--- config.mk ---
export PLATFORM = sky130hd
export DESIGN_NAME = sem_root
export DESIGN_NICKNAME = d
export VERILOG_FILES = /design/src/rtl/sem_pkg.sv /design/src/rtl/sem_root.sv
export SDC_FILE = /design/constraint.sdc
export NUM_CORES = 1
export LEC_CHECK = 0
export BUFFER_PORTS_ARGS = -buffer_cell sky130_fd_sc_hd__buf_2
export CORE_UTILIZATION = 60
export CTS_BUF_LIST = sky130_fd_sc_hd__clkbuf_4 sky130_fd_sc_hd__clkbuf_8
export CTS_CLUSTER_DIAMETER = 100
export DETAILED_ROUTE_END_ITERATION = 12
export MAX_ROUTING_LAYER = met4
export PLACE_DENSITY = 0.86
export SETUP_SLACK_MARGIN = 0.5
export SLEW_MARGIN = 20
export SYNTH_ARGS = -nofsm -noshare
export SYNTH_HDL_FRONTEND = slang
export SYNTH_SLANG_ARGS = --single-unit
export TNS_END_PERCENT = 10
--- constraint.sdc ---
create_clock -name clk -period 16.1 [get_ports clk]
set_input_delay 2.415 -clock clk [delete_from_list [all_inputs] [get_ports clk]]
set_output_delay 2.415 -clock clk [all_outputs]
set_load 0.05 [all_outputs]
--- src/rtl/sem_pkg.sv ---
// ----------------------------------------------------------------------------
// sem_pkg
// Shared types and constants for the RGB Sobel edge magnitude block.
// ----------------------------------------------------------------------------
package sem_pkg;

    localparam logic OP_PIXEL = 1'b0;
    localparam logic OP_DRAIN = 1'b1;

    localparam logic [1:0] REG_FRAME_WIDTH  = 2'd0;
    localparam logic [1:0] REG_FRAME_HEIGHT = 2'd1;

    localparam int CFG_DATA_W = 13;
    localparam int PIX_W      = 24;
    localparam logic [20:0] SAT_LIMIT = 21'd65280;

    typedef struct packed {
        logic       opcode;
        logic [7:0] red_in;
        logic [7:0] green_in;
        logic [7:0] blue_in;
    } in_item_t;

    typedef struct packed {
        logic [7:0] red_out;
        logic [7:0] green_out;
        logic [7:0] blue_out;
        logic       frame_last;
    } out_item_t;

    // Edge flags of the window centre
    typedef struct packed {
        logic top;
        logic bot;
        logic lft;
        logic rgt;
    } edge_flags_t;

endpackage

--- src/rtl/sem_root.sv ---
// ----------------------------------------------------------------------------
// sem_root
// Sobel gradient and rounded square root for one colour channel,
// one result bit per cycle.
// ----------------------------------------------------------------------------
module sem_root (
    input  logic       clk,
    input  logic       rst_n,
    input  logic       start,
    input  logic [7:0] tl,
    input  logic [7:0] tc,
    input  logic [7:0] tr,
    input  logic [7:0] ml,
    input  logic [7:0] mr,
    input  logic [7:0] bl,
    input  logic [7:0] bc,
    input  logic [7:0] br,
    output logic       done,
    output logic [7:0] result
);

    import sem_pkg::*;

    localparam logic [1:0] ST_IDLE = 2'd0;
    localparam logic [1:0] ST_SQR  = 2'd1;
    localparam logic [1:0] ST_ROOT = 2'd2;
    localparam logic [1:0] ST_DONE = 2'd3;

    logic [1:0]         state_reg, state_next;
    logic signed [11:0] gx_reg, gy_reg;
    logic [20:0]        s_reg;
    logic [7:0]         k_reg;
    logic [7:0]         bit_reg;
    logic signed [11:0] gx_c, gy_c;
    logic signed [23:0] gxx_c, gyy_c;
    logic [7:0]         t_c;
    logic [15:0]        tt_c;
    logic [16:0]        kk_c;

    // Gradients from the masked window
    always_comb
    begin
        gx_c = $signed({4'd0, tr}) - $signed({4'd0, tl})
             + $signed({3'd0, mr, 1'b0}) - $signed({3'd0, ml, 1'b0})
             + $signed({4'd0, br}) - $signed({4'd0, bl});
        gy_c = $signed({4'd0, bl}) + $signed({3'd0, bc, 1'b0}) + $signed({4'd0, br})
             - $signed({4'd0, tl}) - $signed({3'd0, tc, 1'b0}) - $signed({4'd0, tr});
        gxx_c = gx_reg * gx_reg;
        gyy_c = gy_reg * gy_reg;
        t_c  = k_reg | bit_reg;
        tt_c = t_c * t_c;
        kk_c = 17'(k_reg) * 17'(k_reg) + 17'(k_reg);
    end

    always_comb
    begin
        state_next = state_reg;
        unique case (state_reg)
            ST_IDLE: if (start) state_next = ST_SQR;
            ST_SQR:  state_next = ST_ROOT;
            ST_ROOT: if (bit_reg[0]) state_next = ST_DONE;
            ST_DONE: state_next = ST_IDLE;
            default: state_next = ST_IDLE;
        endcase
    end

    always_ff @(posedge clk or negedge rst_n)
    begin
        if (!rst_n)
        begin
            state_reg <= ST_IDLE;
        end
        else
        begin
            state_reg <= state_next;
        end
    end

    // Capture gradients, square, then one root bit per cycle
    always_ff @(posedge clk)
    begin
        unique case (state_reg)
            ST_IDLE:
            begin
                gx_reg  <= gx_c;
                gy_reg  <= gy_c;
                k_reg   <= 8'd0;
                bit_reg <= 8'h80;
            end
            ST_SQR:
            begin
                s_reg <= gxx_c[20:0] + gyy_c[20:0];
            end
            ST_ROOT:
            begin
                if ({5'd0, tt_c} <= s_reg)
                begin
                    k_reg <= t_c;
                end
                bit_reg <= bit_reg >> 1;
            end
            ST_DONE:
            begin
                if (s_reg > SAT_LIMIT)
                begin
                    result <= 8'd255;
                end
                else if (s_reg > {4'd0, kk_c})
                begin
                    result <= k_reg + 8'd1;
                end
                else
                begin
                    result <= k_reg;
                end
            end
            default: ;
        endcase
    end

    assign done = (state_reg == ST_DONE);

endmodule

==> results of run 1 <==
## cells in the mapped netlist, types with 2 or more instances
master / number / area (µm²)
inv_1: 499 / 1870
fa_1: 356 / 7130
ha_1: 218 / 2730
and2_1: 103 / 644
nor2_1: 88 / 330
nand2_1: 86 / 323
xnor2_1: 72 / 631
edfxtp_1: 69 / 2070
a21oi_1: 48 / 240
o21ai_0: 33 / 165
clkbuf_1: 31 / 116
xor2_1: 26 / 228
nor2b_1: 21 / 131
nor3_1: 16 / 80.1
o21a_1: 15 / 113
a21o_1: 14 / 105
nand2b_1: 11 / 68.8
nand4_1: 10 / 62.6
o211ai_1: 7 / 52.6
a21oi_2: 6 / 52.6
nand3_1: 6 / 30.0
o21bai_1: 5 / 37.5
o22ai_1: 5 / 31.3
a31oi_1: 4 / 25.0
nor4_1: 4 / 25.0
or2_2: 4 / 25.0
a2111oi_0: 3 / 26.3
a211oi_1: 3 / 22.5
a21boi_0: 3 / 22.5
and3_1: 3 / 18.8
buf_2: 3 / 15.0
o31ai_1: 3 / 22.5
or3_1: 3 / 18.8
a211oi_2: 2 / 25.0
a31o_2: 2 / 17.5
dfrtp_1: 2 / 50.1
o21ai_1: 2 / 10.0
o311ai_1: 2 / 17.5
or4_1: 2 / 15.0
## cell families (layout without fill, tap and decap cells)
logic type | after synthesis | count (layout)
AOI/OAI and AO/OA | 165 | 165
buffers and inverters | 534 | 592
adders and majority gates | 574 | 574
muxes | 1 | 1
xor gates and xnor gates | 98 | 98
DFF | 71 | 71
and+or+nand+nor | 361 | 361
## metal layers
layer / track usage / part of all wire / wire (µm)
met5: - / 0 / 0
met4: 0.0928 / 0.036 / 1260
met3: 0.0322 / 0.045 / 1580
met2: 0.472 / 0.53 / 18800
met1: 0.294 / 0.39 / 13600
## area by class of cell
type / count / area (µm²) / area share
clock buffers: 9 / 124 / 0.00664
clock inverters: 7 / 86.3 / 0.00463
inverters: 500 / 1880 / 0.101
multi-input cells: 1199 / 13600 / 0.728
flip-flops and latches: 71 / 2120 / 0.114
well taps: 384 / 480 / 0.0257
repair buffers: 76 / 383 / 0.0205
## where the power goes
group | internal (mW) | leakage [nW] | switching (mW)
clock | 0.0751 | 0.104 | 0.0861
combinational | 0.149 | 8.53 | 0.172
sequential | 0.226 | 0.634 | 0
total | 0.450 | 9.27 | 0.258
## worst max-delay path by stage
stage / to / slack [ps]
4_1_cts: k_reg[5] / 8550
6_report: k_reg[5] / 8700
5_1_grt: k_reg[5] / 8380
3_5_place_dp: k_reg[3] / 8590
2_1_floorplan: k_reg[0] / 9410
3_3_place_gp: k_reg[1] / 8750
## through the flow
stage	worst slack [ps]	cells	total power [mW]	cell area, µm²
floorplan	9410	1804	0.479	17700
global placement	8750	2230	0.530	18400
detailed placement	8590	2230	0.548	18400
CTS	8550	2246	0.708	18700
global route	8380	2246	0.757	18700
finish	8700	2246	0.708	18700
## worst register-to-register path: cells and delay by family (launching register included)
family | cells | cell delay (ps)
simple gates | 6 | 1410
fa+ha+maj | 6 | 2700
buf+inv | 4 | 420
compound gates | 5 | 1800
flops | 1 | 540
xor+xnor | 1 | 160
==> summary.md, run 1 <==
| Metric | Value |
|---|---|
| Wire length of the first global-routing pass | a little over 60000 µm |
| Area Overhead vs Synth | 5.35% |
| CTS resizes | 0 |
| CP startpoint kind | flip-flop |
| Clock tree sinks | 71 |
| Critical path's top delay family | adder cells |
| Clock skew | 20.4 ps |
| Post-Synth Simple-Gate Area | 0.102 |
| CTS Hold Buffers Added | 0 |
| DRC Markers | 0 |
| CTS tree | yes |
| Ports | 76 |
| Seq/Total Area, Yosys | 0.120 |
| Mean number of vias per cell | about 5.3 |
| Commonest cells after routing, fill and taps aside | inv_1, fa_1, ha_1 |
| CP required | 16120 ps |
| Post-Synth XOR/XNOR Area | 0.0484 |
| Final #Nets | 2498 |
| RR Startpoint | k_reg[5] |
| Clock slew at reported path FFs | 90 ps |
| Rows | 62 |
| Post-synth ARST share | 0.0282 |
| Clock insertion delay at the later pin of the skew report | 390 ps |
| FMAX | 135 MHz |
| Max_cap viols | 0 |
| Aggregate global routing overflow | 0 |
| Via count | 12000 |
| Setup Total Neg Slack | 0 ps |
| VDD IR-drop max | 65.3 µV |
| Share of layout cells above drive strength 1 | 0.0575 |
| Compound-Gate Fraction of Synth Area | 0.0598 |
| Die Ht | 174 µm |
| Routed len/inst | ~16 µm |
| Slowest stage delay, CP | 670 ps |
| Leak pwr | between 9 and 10 nW |
| Initial antenna violation count | 0 |
| Final core utilization | 0.647 |
| DP HPWL | 31000 µm |
| Arrival time worst endpoint | 7420 ps |
| # diodes | 0 |
| Flops & latches, synth | 71 |
| EDFF count, synth | 69 |
| DRT Pass-1 Iters | 5 |
| Adder-cell area share of the yosys netlist | 0.556 |
| DIE AREA | 0.0302 mm² |
| CP Cell Sequence | nor2_1 > inv_1 > nand2_1 > inv_1 > fa_1 > fa_1 > inv_1 > fa_1 > fa_1 > inv_1 > ha_1 > o21a_1 > o21a_1 > a41o_1 > nor4_1 > nor3_1 > xor2_1 > ha_1 > and4_1 > a2111oi_0 > nand2_1 > o31ai_2 |
| Crit path time final | between 7000 and 8000 ps |
| Hold path depth | 1 |
| Measured slew at the worst slew-check pin | 1020 ps |
| Core area | between 0.02 and 0.03 mm² |
| CTS root buf | clkbuf_8 |
| Crit. path cell count | 22 |
| Status | complete, no violations |
| Largest register FFs | 21 |
| Overall Global Routing Usage | 0.260 |
| Pwr Density | between 30 and 40 mW/mm² |
| Commonest non-fill, non-tap cell in the layout | inv_1 |
| Largest family of logic cells by synthesized area | adder cells |
| Worst Setup SP | k_reg[5] |
| Clock buffer depth | 2 |
| Gp weighted congestion | between 0.9 and 1 |
| Number of global-route vias before repair | approximately 14000 |
| Filler cell count | 2167 |
| Number of setup buffers added after CTS | 0 |
| Port Buffers | 75 |
| Post-route antenna net violation count | 0 |
| Syn Nets | 2445 |
| Mapped Area | around 0.018 mm² |
| Final Hold Violating Endpoints | 0 |
| Mapped Cells | approximately 1800 |
| Synth cell types | between 50 and 60 |
| Initial drt markers | 682 |
| Slowest CP cell | o31ai_2 |
| Worst reg2reg endpoint | k_reg[5] |
| Type of the worst min-delay path | flip-flop to flip-flop |
| Mux cell area share after synthesis | 0.000565 |
| Worst Reg2Reg Path Length in Cells | 22 |
| Drt total wl | 35200 µm |
| Ys Warns | 0 |
| Worst Setup Path Type | flip-flop to flip-flop |
| Worst-path maximum fanout | 12 |
| Ys flop type | edfxtp_1 |
| Die W | about 170 µm |
| RSZ-0062 raised after global routing | false |
| Initial cell density of the core | 0.614 |
| Largest net degree at the start of global routing | 27 |
| R2r setup slk | 8700 ps |
| Tcrit/Tclk final | 0.460 |
| Cts bufs inserted | 9 |
| Worst path buffer plus inverter count | 4 |
| Final Max Slew Viols | 0 |
| CTS H-tree depth | 3 |
| CP Capture Type | flip-flop |
| Final-report setup violation count | 0 |
| Post-Syn Area per Cell | between 9 and 10 µm² |
| Relative slew margins | 0.323 |
| Worst hold slack | 568 ps |
| Min-delay src | bit_reg[5] |
| Hold Path End | bit_reg[4] |
(Power assumes the default switching activity.)
==> run 2, diff against run 1 <==
Clock period 16.1 ns to 7.5 ns, I/O delays scaled along.
==> run 2 against run 1 <==
  * Combinational power is 120% higher
  * Critical path depth fell by 2
  * Non-clock buffer count increased by 10
  * Register-to-register slack got worse by 8000 ps
  * Cell area increased by 0.42%
  * Via count increased by 0.27%
  * Die area is the same
  * First-iteration DRC count decreased by 3.7%
  * Worst setup slack got worse by 8000 ps
  * Fmax up 8.9%
  * Critical path type unchanged
  * Largest power group unchanged
  * Highest routed layer unchanged
==> summary.md, run 2 (synthesis gave the netlist of run 1 again) <==
| Metric | Value |
|---|---|
| Routed len/inst | 15.8 µm (+0.56%) |
| Mean number of vias per cell | 5.34 (-0.17%) |
| Initial cell density of the core | 0.614 (unchanged) |
| DRC Markers | 0 (unchanged) |
| RSZ-0062 raised after global routing | true |
| Commonest cells after routing, fill and taps aside | inv_1, fa_1, ha_1 |
| Slowest stage delay, CP | 630 ps (-40 ps) |
| Largest net degree at the start of global routing | 27 (unchanged) |
| Initial drt markers | 657 (-3.7%) |
| CP required | 7630 ps (-8490 ps) |
| Number of global-route vias before repair | 13600 (+0.98%) |
| Wire length of the first global-routing pass | 61500 µm (+0.72%) |
| Core area | 0.0289 mm² (unchanged) |
| Drt total wl | 35600 µm (+1.0%) |
| Max_cap viols | 0 (unchanged) |
| Placed insts | 2238 (+0.36%) |
| VDD IR-drop max | 101 µV (+55%) |
| CTS tree | yes |
| DRT Pass-1 Iters | 5 (unchanged) |
| Arrival time worst endpoint | 6930 ps (-490 ps) |
| # diodes | 0 (unchanged) |
| Setup Total Neg Slack | 0 ps (unchanged) |
| Final-report setup violation count | 0 (unchanged) |
| Final Hold Violating Endpoints | 0 (unchanged) |
| DP HPWL | 31300 µm (+1.2%) |
| Port Buffers | 75 (unchanged) |
| GRT busiest layer | met2 |
| Clock insertion delay at the later pin of the skew report | 380 ps (about the same) |
| Pwr Density | 81.7 mW/mm² (+120%) |
| Leak pwr | 9.32 nW (+0.54%) |
| Worst-path maximum fanout | 13 (+1) |
| Rows | 62 (unchanged) |
| Final Max Slew Viols | 0 (unchanged) |
| Crit path time final | 6790 ps (-607 ps) |
| Gp weighted congestion | 0.906 (-1.9%) |
| Relative slew margins | 0.354 (+0.0309) |
| Cts bufs inserted | 9 (unchanged) |
| Ports | 76 (unchanged) |
| M1 GR Usage | 0.299 (+0.00482) |
| Crit-path most repeated cell | fa_1 |
| Clock buffer depth | 2 (unchanged) |
| Met2 usage | 0.467 (-0.00467) |
| Die Ht | 174 µm (unchanged) |
| Clock tree sinks | 71 (unchanged) |
| CP Cell Sequence | and2_1 > fa_1 > inv_1 > fa_1 > inv_1 > fa_1 > fa_1 > inv_1 > fa_1 > fa_1 > fa_1 > inv_1 > ha_1 > nor3_1 > nand2_1 > o22ai_1 > a31oi_1 > a211oi_2 > a21oi_1 > xnor2_1 |
| Clock slew at reported path FFs | 90 ps (about the same) |
| Largest register FFs | 21 (unchanged) |
| Final #Nets | 2508 (+0.40%) |
| Via count | 12000 (+0.27%) |
| Post-route antenna net violation count | 0 (unchanged) |
| Slowest CP cell | edfxtp_1 |
| Fin cells | 2256 (+0.45%) |
| Overall Global Routing Usage | 0.262 (+0.00121) |
| Status | complete, no violations |
| CTS H-tree depth | 3 (unchanged) |
| Commonest non-fill, non-tap cell in the layout | inv_1 |
| Worst Setup SP | gx_reg[0] |
| Area Overhead vs Synth | 5.79% |
| DIE AREA | 0.0302 mm² (unchanged) |
| CP startpoint kind | flip-flop |
| FMAX | 147 MHz (+8.9%) |
| Measured slew at the worst slew-check pin | 969 ps (-46.3 ps) |
| Type of the worst min-delay path | input port to async pin |
| Die W | 174 µm (unchanged) |
| RR Startpoint | gx_reg[0] |
| Initial antenna violation count | 0 (unchanged) |
| CP Capture Type | flip-flop |
| CTS root buf | clkbuf_8 |
| Aggregate global routing overflow | 0 (unchanged) |
| CTS Hold Buffers Added | 0 (unchanged) |
| Tcrit/Tclk final | 0.906 (+0.446) |
| Clock skew | 12.0 ps (-8.46 ps) |
| Share of layout cells above drive strength 1 | 0.0630 (+0.00557) |
| Worst Setup Path Type | flip-flop to flip-flop |
| Met3 usage | 0.0298 (-0.00241) |
==> run 2: stage by stage <==
stage / setup WS, ps / power, mW / cell area (µm²) / hold slack, ps / utilization
floorplan: 815 / 1.03 / 17700 / 517 / -
global placement: 931 / 1.15 / 18500 / 542 / 0.641
detailed placement: 752 / 1.19 / 18500 / 554 / 0.641
CTS: 738 / 1.53 / 18700 / 498 / 0.649
global route: 413 / 1.64 / 18700 / 500 / 0.649
finish: 706 / 1.53 / 18700 / 505 / 0.649
==> run 2: layout make-up <==
class / count / area [µm²]
multi-input combinational: 1199 / 13600
fill: 2197 / 10100
sequential: 71 / 2120
inverter: 500 / 1880
tap: 384 / 480
timing repair buffer: 86 / 458
clock buffer: 10 / 138
clock inverter: 6 / 75.1
==> run 2: worst paths after layout <==
check                           slack (ps)  cells after the start           end
worst max-delay path                   710                     20     s_reg[20]
worst min-delay path                   500                      1  state_reg[1]
worst max register to register         710                     20     s_reg[20]
worst min register to register         570                      2  state_reg[0]
max in group asynchronous             6900                      1  state_reg[0]
min in group clk                       570                      2  state_reg[0]
==> run 2: power by group <==
part / switching, mW / leakage [nW] / internal (mW)
registers: 0 / 0.634 / 0.485
clock network: 0.177 / 0.106 / 0.168
logic: 0.380 / 8.58 / 0.321
total: 0.557 / 9.32 / 0.975
==> run 2: layer usage <==
layer / part of all wire / wire length (µm)
met5: 0 / 0
met4: 0.039 / 1380
met3: 0.044 / 1560
met2: 0.53 / 18800
met1: 0.39 / 13900
==> run 2: worst max-delay path: cells and delay by family (launching register included) <==
family | cells | cell delay (ps)
AND/OR/NAND/NOR | 3 | 740
XOR/XNOR | 1 | 140
AO/OA/AOI/OAI | 4 | 1010
buffers and inverters | 4 | 210
flip-flops | 1 | 630
adder cells (fa/ha/maj) | 8 | 3800
==> run 2: timing repair <==
| item | CTS | global route |
|---|---|---|
| endpoints found under the setup margin | 0 | 12 |
| buffers inserted | 0 | 2 |
| gates resized for setup | 0 | 3 |
==> run 3, diff against run 2 <==
Settings changed: ABC_AREA set to 1, CORE_ASPECT_RATIO set to 0.7.
==> run 3 against run 2 <==
  * Via count increased by 13%
  * Critical path type unchanged
  * Flip-flop and latch count unchanged
  * Synthesized cell count increased by 18%
  * Core utilization decreased by 0.35 points
  * Worst setup slack improved by 110 ps
  * Hold slack improved by 8.5 ps
  * Synthesized area increased by 4.1%
  * Critical path depth increased by 2
==> summary.md, run 3 <==
| Metric | Value |
|---|---|
| Crit path time final | 6680 ps (-115 ps) |
| Aggregate global routing overflow | 0 (unchanged) |
| Number of global-route vias before repair | 14700 (+8.0%) |
| Tcrit/Tclk final | 0.891 (-0.0153) |
| Final Max Slew Viols | 0 (unchanged) |
| CP startpoint kind | flip-flop |
| Worst Setup Path Type | flip-flop to flip-flop |
| Final #Nets | 2829 (+13%) |
| Rows | 53 (-15%) |
| Mapped Cells | 2135 (+18%) |
| Ys Warns | 0 (unchanged) |
| Critical Path Sink | s_reg[16] |
| Largest register FFs | 21 (unchanged) |
| DRC Markers | 0 (unchanged) |
| RR Startpoint | gy_reg[11] |
| Worst Setup SP | gy_reg[11] |
| Crit. path cell count | 22 (+10%) |
| Port Buffers | 75 (unchanged) |
| CTS H-tree depth | 3 (unchanged) |
| Type of the worst min-delay path | input port to async pin |
| Post-route antenna net violation count | 0 (unchanged) |
| Met2 usage | 0.442 (-0.0254) |
| Core area | 0.0301 mm² (+4.3%) |
| Syn Nets | 2776 (+14%) |
| R2r setup slk | 820 ps (+110 ps) |
| Worst-path maximum fanout | 13 (unchanged) |
| Post-Synth XOR/XNOR Area | 0.0380 (-0.0105) |
| Status | complete, no violations |
| Gp weighted congestion | 0.927 (+2.3%) |
| Commonest cells after routing, fill and taps aside | inv_1, nand2_1, fa_1 |
| Synth cell types | 40 (-25%) |
| Ports | 76 (unchanged) |
| Share of layout cells above drive strength 1 | 0.0538 (-0.00923) |
| Ys flop type | edfxtp_1 |
| Largest net degree at the start of global routing | 28 (+3.7%) |
| CTS root buf | clkbuf_8 |
| Routed len/inst | 15.2 µm (-3.6%) |
| Adder-cell area share of the yosys netlist | 0.534 (-0.0220) |
| Clock tree sinks | 71 (unchanged) |
| Worst Reg2Reg Path Length in Cells | 22 (+10%) |
| Measured slew at the worst slew-check pin | 1050 ps (+83.6 ps) |
| Clock slew at reported path FFs | 80 ps (about the same) |
| Final Hold Violating Endpoints | 0 (unchanged) |
| Wire length of the first global-routing pass | 69200 µm (+12%) |
| CTS Hold Buffers Added | 0 (unchanged) |
| EDFF count, synth | 69 (unchanged) |
| DRT Pass-1 Iters | 5 (unchanged) |
| Arrival time worst endpoint | 6820 ps (-110 ps) |
| RSZ-0062 raised after global routing | false |
| Compound-Gate Fraction of Synth Area | 0.0440 (-0.0159) |
| Top-area cell type share of the netlist area | 0.386 (-0.0159) |
| CP Cell Sequence | inv_1 > or2_2 > fa_1 > fa_1 > inv_1 > fa_1 > inv_1 > fa_1 > fa_1 > fa_1 > fa_1 > inv_1 > ha_1 > a21oi_1 > o21a_1 > nand2_1 > nand2_1 > nand2_1 > a21oi_1 > o21ai_1 > nand2_1 > nand2_1 |
| Count leader, synth | inv_1 |
| Relative slew margins | 0.298 (-0.0557) |
| Critical path's top delay family | adder cells |
| Slowest CP cell | edfxtp_1 |
| FMAX | 150 MHz (+1.7%) |
| Drt total wl | 39600 µm (+11%) |
| Overall Global Routing Usage | 0.288 (+0.0263) |
| Filler cell count | 2409 (+9.6%) |
| M1 GR Usage | 0.396 (+0.0970) |
| Clock buffer depth | 2 (unchanged) |
| Final-report setup violation count | 0 (unchanged) |
| Initial antenna violation count | 0 (unchanged) |
| Number of setup buffers added after CTS | 0 (unchanged) |
| Via count | 13600 (+13%) |
| Post-Synth Simple-Gate Area | 0.124 (+0.0220) |
| Met3 usage | 0.0513 (+0.0215) |
| CP required | 7640 ps (about the same) |
| DIE AREA | 0.0315 mm² (+4.1%) |
| Clock insertion delay at the later pin of the skew report | 400 ps (+20 ps) |
| Setup Total Neg Slack | 0 ps (unchanged) |
| Post-synth ARST share | 0.0282 (unchanged) |
| Largest family of logic cells by synthesized area | adder cells |
| CP Capture Type | flip-flop |
| Die Ht | 149 µm (-14%) |
| Top cells by area, synth | fa_1, ha_1, inv_1 |
| Commonest non-fill, non-tap cell in the layout | inv_1 |
| Mux cell area share after synthesis | 0 (-0.000565) |
| Area Overhead vs Synth | 5.43% |
| Slowest stage delay, CP | 730 ps (+100 ps) |
| Mapped Area | 0.0184 mm² (+4.1%) |
| Mean number of vias per cell | 5.23 (-2.1%) |
| Post-Syn Area per Cell | 8.64 µm² (-12%) |
| Worst reg2reg endpoint | s_reg[16] |
| Clock skew | 23.7 ps (+11.7 ps) |
| CTS resizes | 0 (unchanged) |
| Worst path buffer plus inverter count | 4 (unchanged) |
| Max_cap viols | 0 (unchanged) |
| Crit-path most repeated cell | fa_1 |
| Die W | 212 µm (+22%) |
| # diodes | 0 (unchanged) |
| Initial drt markers | 1109 (+69%) |
| Most frequent cells after synthesis | inv_1, nand2_1, fa_1 |
| Post-synth top area cell | fa_1 |
| CTS tree | yes |
| Flops & latches, synth | 71 (unchanged) |
| GRT busiest layer | met2 |
| Cts bufs inserted | 9 (unchanged) |
| Seq/Total Area, Yosys | 0.115 (-0.00474) |
| Initial cell density of the core | 0.613 (-0.00123) |
| DP HPWL | 34500 µm (+10%) |
run 3: cell type report:
cell class	count	area (µm²)	share of cell area
timing repair buffer	79	405	0.0208
inverter	672	2520	0.130
sequential	71	2120	0.109
tap	412	515	0.0265
clock buffer	10	138	0.00708
clock inverter	6	90.1	0.00463
multi-input combinational	1355	13700	0.702
run 3: routing by layer:
metal / share of wire / vias up / routed length (µm)
met5: 0 / - / 0
met4: 0.022 / 0 / 860
met3: 0.086 / 69 / 3390
met2: 0.45 / 507 / 18000
met1: 0.44 / 6631 / 17400
li1: - / 6409 / -
run 3: kinds of logic (layout without fill, tap and decap cells):
family	count (synthesis)	in the layout
xor gates and xnor gates	80	80
buffers and inverters	709	767
and+or+nand+nor	557	557
adders and majority gates	574	574
DFF	71	71
AOI/OAI and AO/OA	144	144
run 3: worst reg2reg max path: stages, from the launching register on:
cell	delay, ps
edfxtp_1	730
inv_1	320
or2_2	360
fa_1	460
fa_1	500
inv_1	50
fa_1	470
inv_1	50
fa_1	480
fa_1	520
fa_1	430
fa_1	490
inv_1	40
ha_1	330
a21oi_1	220
o21a_1	200
nand2_1	150
nand2_1	90
nand2_1	50
a21oi_1	240
o21ai_1	120
nand2_1	80
nand2_1	50
run 3: metrics by stage:
stage	instance area, µm²	util	instances	worst slack, ps	hold slack (ps)
finish	19400	0.646	2605	821	513
global route	19400	0.646	2605	525	503
CTS	19400	0.646	2605	904	497
detailed placement	19200	0.638	2589	937	527
global placement	19200	0.638	2589	1100	520
floorplan	18400	-	2135	1560	505
run 3: worst min path at each step:
stage	slack, ps	cells past startpoint	end
after detailed placement	530	2	bit_reg[4]
after floorplan	500	2	bit_reg[0]
after global placement	520	2	bit_reg[4]
final	510	1	state_reg[1]
after global routing	500	1	state_reg[1]
after CTS	500	1	state_reg[0]
Power of run 3 is left out: the tool's default activity adds up to more than one toggle a clock period on the data nets, which glitch-free logic cannot reach.
